--- src/cmfs_pkg.sv ---
`timescale 1ns / 1ps
// Shared constants and types for the cube-map face selector.
// Used by cmfs_divider and cubemap_face_select; depends on nothing else.
package cmfs_pkg;

   localparam int COMP_W      = 16;                       // direction component width
   localparam int COORD_W     = 16;                       // texture coordinate width, Q0.COORD_W
   localparam int NUM_W       = COMP_W + 1;               // holds sc + m and 2m
   localparam int DIV_STAGES  = COORD_W + 1;              // divider register stages
   localparam int IN_TDATA_W  = ((3 * COMP_W + 7) / 8) * 8;
   localparam int FACE_W      = 3;
   localparam int OUT_FIELD_W = FACE_W + 2 * COORD_W;
   localparam int OUT_TDATA_W = ((OUT_FIELD_W + 7) / 8) * 8;

   typedef enum logic [FACE_W-1:0] {
      FACE_POS_X = 3'd0,
      FACE_NEG_X = 3'd1,
      FACE_POS_Y = 3'd2,
      FACE_NEG_Y = 3'd3,
      FACE_POS_Z = 3'd4,
      FACE_NEG_Z = 3'd5
   } face_type;

   // Per-word fields that ride alongside the divider pipeline.
   typedef struct packed {
      face_type face;
      logic     invalid;
   } side_type;

endpackage

--- src/cmfs_divider.sv ---
`timescale 1ns / 1ps
// Pipelined restoring divider: floor(num * 2^COORD_W / den) for num <= den, saturated.
// One quotient bit per stage; depends on cmfs_pkg.
module cmfs_divider (
   input  logic                          clock,
   input  logic                          en,
   input  logic [cmfs_pkg::NUM_W-1:0]    num_i,
   input  logic [cmfs_pkg::NUM_W-1:0]    den_i,
   output logic [cmfs_pkg::COORD_W-1:0]  quot_o
);
   import cmfs_pkg::*;

   logic [NUM_W-1:0]   rem_ff  [0:COORD_W-1];
   logic [NUM_W-1:0]   den_ff  [0:COORD_W-1];
   logic [COORD_W-1:0] quot_ff [0:COORD_W];
   logic               sat_ff  [0:COORD_W];

   logic               sat_in;
   logic [NUM_W-1:0]   rem0_in;

   // Leading stage: a set integer bit means the quotient is exactly 1.0.
   assign sat_in  = (num_i >= den_i);
   assign rem0_in = sat_in ? (num_i - den_i) : num_i;

   always_ff @(posedge clock) begin
      if (en) begin
         rem_ff[0]  <= rem0_in;
         den_ff[0]  <= den_i;
         quot_ff[0] <= '0;
         sat_ff[0]  <= sat_in;
      end
   end

   for (genvar k = 1; k <= COORD_W; k++) begin : g_step
      logic [NUM_W:0]     shift_in;
      logic [NUM_W:0]     diff_in;
      logic               take_in;
      logic [NUM_W-1:0]   rem_in;
      logic [COORD_W-1:0] quot_in;

      assign shift_in = {rem_ff[k-1], 1'b0};
      assign diff_in  = shift_in - {1'b0, den_ff[k-1]};
      assign take_in  = (shift_in >= {1'b0, den_ff[k-1]});
      assign rem_in   = take_in ? diff_in[NUM_W-1:0] : shift_in[NUM_W-1:0];
      assign quot_in  = {quot_ff[k-1][COORD_W-2:0], take_in};

      always_ff @(posedge clock) begin
         if (en) begin
            quot_ff[k] <= quot_in;
            sat_ff[k]  <= sat_ff[k-1];
         end
      end

      if (k < COORD_W) begin : g_carry
         always_ff @(posedge clock) begin
            if (en) begin
               rem_ff[k] <= rem_in;
               den_ff[k] <= den_ff[k-1];
            end
         end
      end
   end

   assign quot_o = sat_ff[COORD_W] ? '1 : quot_ff[COORD_W];

endmodule

--- src/cubemap_face_select.sv ---
`timescale 1ns / 1ps
// Cube-map face selector top level: major-axis pick, face coordinates, two dividers.
// Depends on cmfs_pkg and cmfs_divider.
//
// Usage:
//   The req_ channel carries one direction vector per word (three signed
//   components). The rsp_ channel returns one word per vector: the selected
//   face, the u and v coordinates in unsigned Q0.16, and an invalid flag in
//   tuser for the all-zero vector (which reports face +X and zero coordinates).
//   From acceptance to rsp_tvalid a vector passes one stage for magnitudes and
//   compares, one for the face table and the numerators, COORD_W + 1 divider
//   stages (one quotient bit each), and the output register. Throughput is one
//   vector per clock while rsp_tready does not stall the output; the two
//   pipelined dividers set the depth, not the rate.
//   The whole pipeline advances together. When the receiver holds rsp_tready
//   low with a word waiting, req_tready drops in the same cycle and every
//   stage holds its contents; nothing is dropped or repeated.
//   A synchronous reset clears all valid bits; the block takes words in the
//   first cycle after reset is released.
module cubemap_face_select (
   input  logic                              clock,
   input  logic                              reset,
   input  logic                              req_tvalid,
   output logic                              req_tready,
   input  logic [cmfs_pkg::IN_TDATA_W-1:0]   req_tdata,   // dir_x, dir_y, dir_z
   output logic                              rsp_tvalid,
   input  logic                              rsp_tready,
   output logic [cmfs_pkg::OUT_TDATA_W-1:0]  rsp_tdata,   // face, tex_u, tex_v, zero fill
   output logic                              rsp_tuser    // invalid
);
   import cmfs_pkg::*;

   logic adv;

   // ---------------- Stage A: magnitudes and major-axis compares
   logic [COMP_W-1:0] dir_x, dir_y, dir_z;
   logic [COMP_W-1:0] ax_in, ay_in, az_in;
   logic              xmaj_in, ymaj_in;

   logic              a_vld_ff;
   logic [COMP_W-1:0] a_x_ff, a_y_ff, a_z_ff;
   logic [COMP_W-1:0] a_ax_ff, a_ay_ff, a_az_ff;
   logic              a_xmaj_ff, a_ymaj_ff;

   assign dir_x = req_tdata[COMP_W-1:0];
   assign dir_y = req_tdata[2*COMP_W-1:COMP_W];
   assign dir_z = req_tdata[3*COMP_W-1:2*COMP_W];

   // The magnitude of the most negative value fits unsigned in COMP_W bits.
   assign ax_in   = dir_x[COMP_W-1] ? COMP_W'(~dir_x + 1'b1) : dir_x;
   assign ay_in   = dir_y[COMP_W-1] ? COMP_W'(~dir_y + 1'b1) : dir_y;
   assign az_in   = dir_z[COMP_W-1] ? COMP_W'(~dir_z + 1'b1) : dir_z;
   assign xmaj_in = (ax_in >= ay_in) && (ax_in >= az_in);
   assign ymaj_in = (ay_in >= az_in);

   // ---------------- Stage B: face table, numerators and divisor
   logic signed [COMP_W:0]   ex, ey, ez, nx, ny, nz;
   logic signed [COMP_W:0]   sc, tc;
   logic [COMP_W-1:0]        mag;
   face_type                 face_in;
   logic signed [COMP_W+1:0] sum_u, sum_v;

   logic              b_vld_ff;
   side_type          b_side_ff;
   logic [NUM_W-1:0]  b_num_u_ff, b_num_v_ff, b_den_ff;

   assign ex = signed'({a_x_ff[COMP_W-1], a_x_ff});
   assign ey = signed'({a_y_ff[COMP_W-1], a_y_ff});
   assign ez = signed'({a_z_ff[COMP_W-1], a_z_ff});
   assign nx = -ex;
   assign ny = -ey;
   assign nz = -ez;

   always_comb begin
      if (a_xmaj_ff) begin
         mag = a_ax_ff;
         tc  = ny;
         if (a_x_ff[COMP_W-1]) begin
            face_in = FACE_NEG_X;
            sc      = ez;
         end else begin
            face_in = FACE_POS_X;
            sc      = nz;
         end
      end else if (a_ymaj_ff) begin
         mag = a_ay_ff;
         sc  = ex;
         if (a_y_ff[COMP_W-1]) begin
            face_in = FACE_NEG_Y;
            tc      = nz;
         end else begin
            face_in = FACE_POS_Y;
            tc      = ez;
         end
      end else begin
         mag = a_az_ff;
         tc  = ny;
         if (a_z_ff[COMP_W-1]) begin
            face_in = FACE_NEG_Z;
            sc      = nx;
         end else begin
            face_in = FACE_POS_Z;
            sc      = ex;
         end
      end
   end

   // sc + m lies in [0, 2m], so it fits unsigned in NUM_W bits.
   assign sum_u = {sc[COMP_W], sc} + signed'({2'b00, mag});
   assign sum_v = {tc[COMP_W], tc} + signed'({2'b00, mag});

   // ---------------- Divider stages with the sideband line
   logic [COORD_W-1:0] quot_u, quot_v;
   logic               d_vld_ff  [0:DIV_STAGES-1];
   side_type           d_side_ff [0:DIV_STAGES-1];

   cmfs_divider u_div_u (
      .clock  (clock),
      .en     (adv),
      .num_i  (b_num_u_ff),
      .den_i  (b_den_ff),
      .quot_o (quot_u)
   );

   cmfs_divider u_div_v (
      .clock  (clock),
      .en     (adv),
      .num_i  (b_num_v_ff),
      .den_i  (b_den_ff),
      .quot_o (quot_v)
   );

   // ---------------- Output register
   logic               rsp_tvalid_ff;
   face_type           face_ff;
   logic [COORD_W-1:0] tex_u_ff, tex_v_ff;
   logic               invalid_ff;

   assign adv        = !rsp_tvalid_ff || rsp_tready;
   assign req_tready = adv;
   assign rsp_tvalid = rsp_tvalid_ff;
   assign rsp_tdata  = OUT_TDATA_W'({tex_v_ff, tex_u_ff, face_ff});
   assign rsp_tuser  = invalid_ff;

   always_ff @(posedge clock) begin
      if (reset) begin
         a_vld_ff      <= 1'b0;
         b_vld_ff      <= 1'b0;
         rsp_tvalid_ff <= 1'b0;
         for (int i = 0; i < DIV_STAGES; i++) begin
            d_vld_ff[i] <= 1'b0;
         end
      end else if (adv) begin
         a_vld_ff    <= req_tvalid;
         b_vld_ff    <= a_vld_ff;
         d_vld_ff[0] <= b_vld_ff;
         for (int i = 1; i < DIV_STAGES; i++) begin
            d_vld_ff[i] <= d_vld_ff[i-1];
         end
         rsp_tvalid_ff <= d_vld_ff[DIV_STAGES-1];
      end
   end

   always_ff @(posedge clock) begin
      if (adv) begin
         a_x_ff    <= dir_x;
         a_y_ff    <= dir_y;
         a_z_ff    <= dir_z;
         a_ax_ff   <= ax_in;
         a_ay_ff   <= ay_in;
         a_az_ff   <= az_in;
         a_xmaj_ff <= xmaj_in;
         a_ymaj_ff <= ymaj_in;

         b_side_ff.face    <= face_in;
         b_side_ff.invalid <= (mag == '0);
         b_num_u_ff        <= sum_u[NUM_W-1:0];
         b_num_v_ff        <= sum_v[NUM_W-1:0];
         b_den_ff          <= {mag, 1'b0};

         d_side_ff[0] <= b_side_ff;
         for (int i = 1; i < DIV_STAGES; i++) begin
            d_side_ff[i] <= d_side_ff[i-1];
         end

         // A zero vector divides by zero; its coordinates are forced to zero.
         face_ff    <= d_side_ff[DIV_STAGES-1].face;
         invalid_ff <= d_side_ff[DIV_STAGES-1].invalid;
         tex_u_ff   <= d_side_ff[DIV_STAGES-1].invalid ? '0 : quot_u;
         tex_v_ff   <= d_side_ff[DIV_STAGES-1].invalid ? '0 : quot_v;
      end
   end

   // ---------------- Assertions
   a_num_range: assert property (@(posedge clock) disable iff (reset)
      b_vld_ff |-> (b_num_u_ff <= b_den_ff) && (b_num_v_ff <= b_den_ff))
      else $error("face coordinate numerator exceeds twice the major magnitude");

   a_invalid_den: assert property (@(posedge clock) disable iff (reset)
      b_vld_ff |-> (b_side_ff.invalid == (b_den_ff == '0)))
      else $error("invalid flag disagrees with a zero divisor");

   a_invalid_out: assert property (@(posedge clock) disable iff (reset)
      rsp_tvalid_ff && invalid_ff |->
         (face_ff == FACE_POS_X) && (tex_u_ff == '0) && (tex_v_ff == '0))
      else $error("zero vector result is not face +X with zero coordinates");

   a_stage_hold: assert property (@(posedge clock) disable iff (reset)
      !adv && b_vld_ff |=> b_vld_ff && $stable(b_den_ff) && $stable(b_num_u_ff))
      else $error("pipeline stage changed while stalled");

   a_reset_idle: assert property (@(posedge clock)
      reset |=> !rsp_tvalid_ff && !a_vld_ff && !b_vld_ff)
      else $error("valid bits not cleared by reset");

endmodule

--- config.mk ---
export PLATFORM = sky130hd
export DESIGN_NAME = cubemap_face_select
export DESIGN_NICKNAME = d
export VERILOG_FILES = /design/src/cmfs_pkg.sv /design/src/cmfs_divider.sv /design/src/cubemap_face_select.sv
export SDC_FILE = /design/constraint.sdc
export NUM_CORES = 2
export LEC_CHECK = 0
export ABC_CLOCK_PERIOD_IN_PS = 29800
export BUFFER_PORTS_ARGS = -buffer_cell sky130_fd_sc_hd__buf_4
export CAP_MARGIN = 15
export CELL_PAD_IN_SITES_DETAIL_PLACEMENT = 0
export CELL_PAD_IN_SITES_GLOBAL_PLACEMENT = 2
export CORE_MARGIN = 2
export CORE_UTILIZATION = 40
export DETAILED_ROUTE_END_ITERATION = 7
export PLACE_DENSITY_LB_ADDON = 0.1
export SETUP_SLACK_MARGIN = 0.4
export SLEW_MARGIN = 20
export SYNTH_ARGS = -nofsm -noshare
export SYNTH_HDL_FRONTEND = slang
export SYNTH_SLANG_ARGS = --single-unit
--- constraint.sdc ---
create_clock -name clock -period 29.8 [get_ports clock]
set_input_delay 1.49 -clock clock [delete_from_list [all_inputs] [get_ports clock]]
set_output_delay 1.49 -clock clock [all_outputs]
set_load 0.005 [all_outputs]
==> results.toml <==
[drt]
drc = 0
wl_microns = 197000
vias = 49400
ant_nets = 0
wl_per_cell_microns = 21.2
first_iter_violations = 3520
dr.pass1.iters = 5
vias_per_cell = 5.31

[clock_tree]
post_cts_buffers = 0
clk_path_buf_depth = 3
cts_resized = 0
h-tree-depth = 4
cts_tree = "yes"
clk_pin_slew_ns = 0.06
holdBufCountCts = 0
cts_buffers = 158
clockRootBuffer = "clkbuf_16"
cts.sinks = 1349
clk_latency_ns = 0.78

[die]
die_area_sq_um = 195000
initial_core_util_pct = 40.3
ios = 95
rows = 160
die_h_microns = 442
core_area_sq_um = 190000
die_w_microns = 442

[worst_setup_path]
cp-end-kind = "flip-flop"
crit_type = "in2reg"
crit_required_ns = 30.20
path_max_fanout = 106
critPathLaunchType = "input port"
cp.arrival_ns = 5.64

[layout]
area_growth_pct = 11.7
n_fill_cell = 17500
nets = 7383
drive_gt1_share_pct = 11.0
mostFrequentLayoutCell = "edfxtp_1"
mostFrequentLayoutCells = "edfxtp_1, ha_1, inv_1, nor2_1, a21oi_1"

[synthesis]
synth_top_area_share_pct = 52.7
synth_area_leaders = "edfxtp_1, ha_1, mux2_2"
synth_xor_area_share_pct = 5.54
synth_top_family_by_area = "compound AO/OA/AOI/OAI gates"
ys_types = 95
synth.avg_cell_area_sq_um = 11.8
synth_flop_cell = "edfxtp_1"
synth_fa_ha_area_share_pct = 11.1
seq_area_frac_synth_pct = 52.8
yosys.area.top_type = "edfxtp_1"
synth_edf_count = 1346
muxShareOfSynthArea_pct = 5.25
yosys_warnings = 0
synth-seq-cells = 1349
async_reset_ff_share_pct = 0
syn_inst = 6479
syn_area_sq_um = 76700
synth-simple-area-share_pct = 9.41
synth_compound_area_share_pct = 12.8

[timing]
finalCriticalPeriod_ns = 5.24
clock.fmax_mhz = 191
tns_ns = 0
final_max_slew_viol_count = 0
period_share_pct = 17.6
relSlewSlack_pct = 25.1
rsz0062_at_grt = "no"
hold_viol_final = 0
finalClockSkew_ns = 0.0207
worstMarginPinSlew_ns = 1.12
setup_viol = 0

[status]
status = "completed"

[placed_design]
port-buffer-count = 89
dp_hpwl_microns = 151000
place_congestion = 0.841

[global_routing]
gr-total-overflow = 0
grt_pass1_vias = 48200
grt_use_total_pct = 19.9
grt_max_degree = 182
antenna_found_initial = 7
grt_pass1_wl_microns = 297000

[run]
cap_violations = 0

[min_path]
holdCritPathClass = "reg2reg"
[synthesized netlist by cell type, types with 68 or more instances]
master    count
edfxtp_1   1346
ha_1        628
inv_1       484
nor2_1      470
a21oi_1     448
nand2_1     353
o21ai_0     338
xnor2_1     314
mux2_2      276
a21o_1      174
xor2_1      171
nor3_1      101
o21a_1       99
nor2b_1      91
nand2b_1     88
clkbuf_1     75
nand3_1      73
nand4_1      72
a31oi_1      68
[cell families after synthesis]
kind of cell,after synthesis
compound gates,1525
simple gates,1498
flops,1349
fa+ha+maj,662
buf+inv,601
xor+xnor,485
mux,358
other cells,1
[worst paths after layout]
kind	cells after the start	slack [ns]	end	start
setup / recovery	7	24.56	tex_v_ff[2]	rsp_tready
setup reg to reg	6	24.95	tex_v_ff[2]	rsp_tvalid
hold / removal	0	0.40	u_div_u.quot_ff[0][195]	u_div_u.quot_ff[0][178]
hold reg to reg	0	0.40	u_div_u.quot_ff[0][195]	u_div_u.quot_ff[0][178]
[critical path, stage by stage]
cell and delay, ns:
buf_4 0.08, nor2b_1 0.12, inv_8 0.51, buf_4 0.82, buf_4 0.91, buf_4 0.66
buf_4 0.86
[state kept, by name, indices dropped and copies added, names as in the netlist, 3 cells and up]
register	cells
u_div_v.den_ff	128
u_div_v.sat_ff	17
u_div_u.den_ff	128
u_div_u.sat_ff	17
u_div_v.quot_ff	136
u_div_u.quot_ff	136
a_az_ff	15
b_den_ff	16
face_ff	3
d_side_ff	68
tex_v_ff	16
u_div_v.rem_ff	257
a_z_ff	16
a_y_ff	16
tex_u_ff	16
d_vld_ff	17
b_num_u_ff	17
b_num_v_ff	17
b_side_ff	4
u_div_u.rem_ff	257
a_ax_ff	15
a_x_ff	16
a_ay_ff	15
[routing by layer]
metal | up-vias | share of wire, % | track usage (%) | wire length (microns)
met1 | 23900 | 50 | 29.4 | 98600
li1 | 24500 | - | - | -
met2 | 807 | 44 | 30.5 | 86900
met3 | 222 | 4.0 | 3.04 | 7980
met5 | - | 0 | 0 | 0
met4 | 0 | 1.9 | 4.59 | 3690
[layout make-up]
class                      count  area, sq um  area share (%)
sequential                  1349        40500            47.2
multi-input combinational   4533        33900            39.6
clock buffer                 182         4090            4.77
tap                         2511         3140            3.67
inverter                     488         1840            2.15
clock inverter               105         1160            1.35
timing repair buffer         139         1080            1.27
antenna                        2         5.00         0.00584
[per-stage QoR]
stage	hold slack, ns	utilization [%]	area [sq um]	cells	setup slack [ns]
floorplan	0.400	-	76700	6483	0.915
global placement	0.400	42.3	80500	9019	23.76
detailed placement	0.405	42.3	80500	9019	23.58
CTS	0.408	45.0	85700	9306	24.47
global route	0.412	45.0	85700	9308	24.17
finish	0.404	45.0	85700	9309	24.56
Power is not shown: default switching activity piles up to over one toggle a cycle in this logic, so the estimate is an artifact.
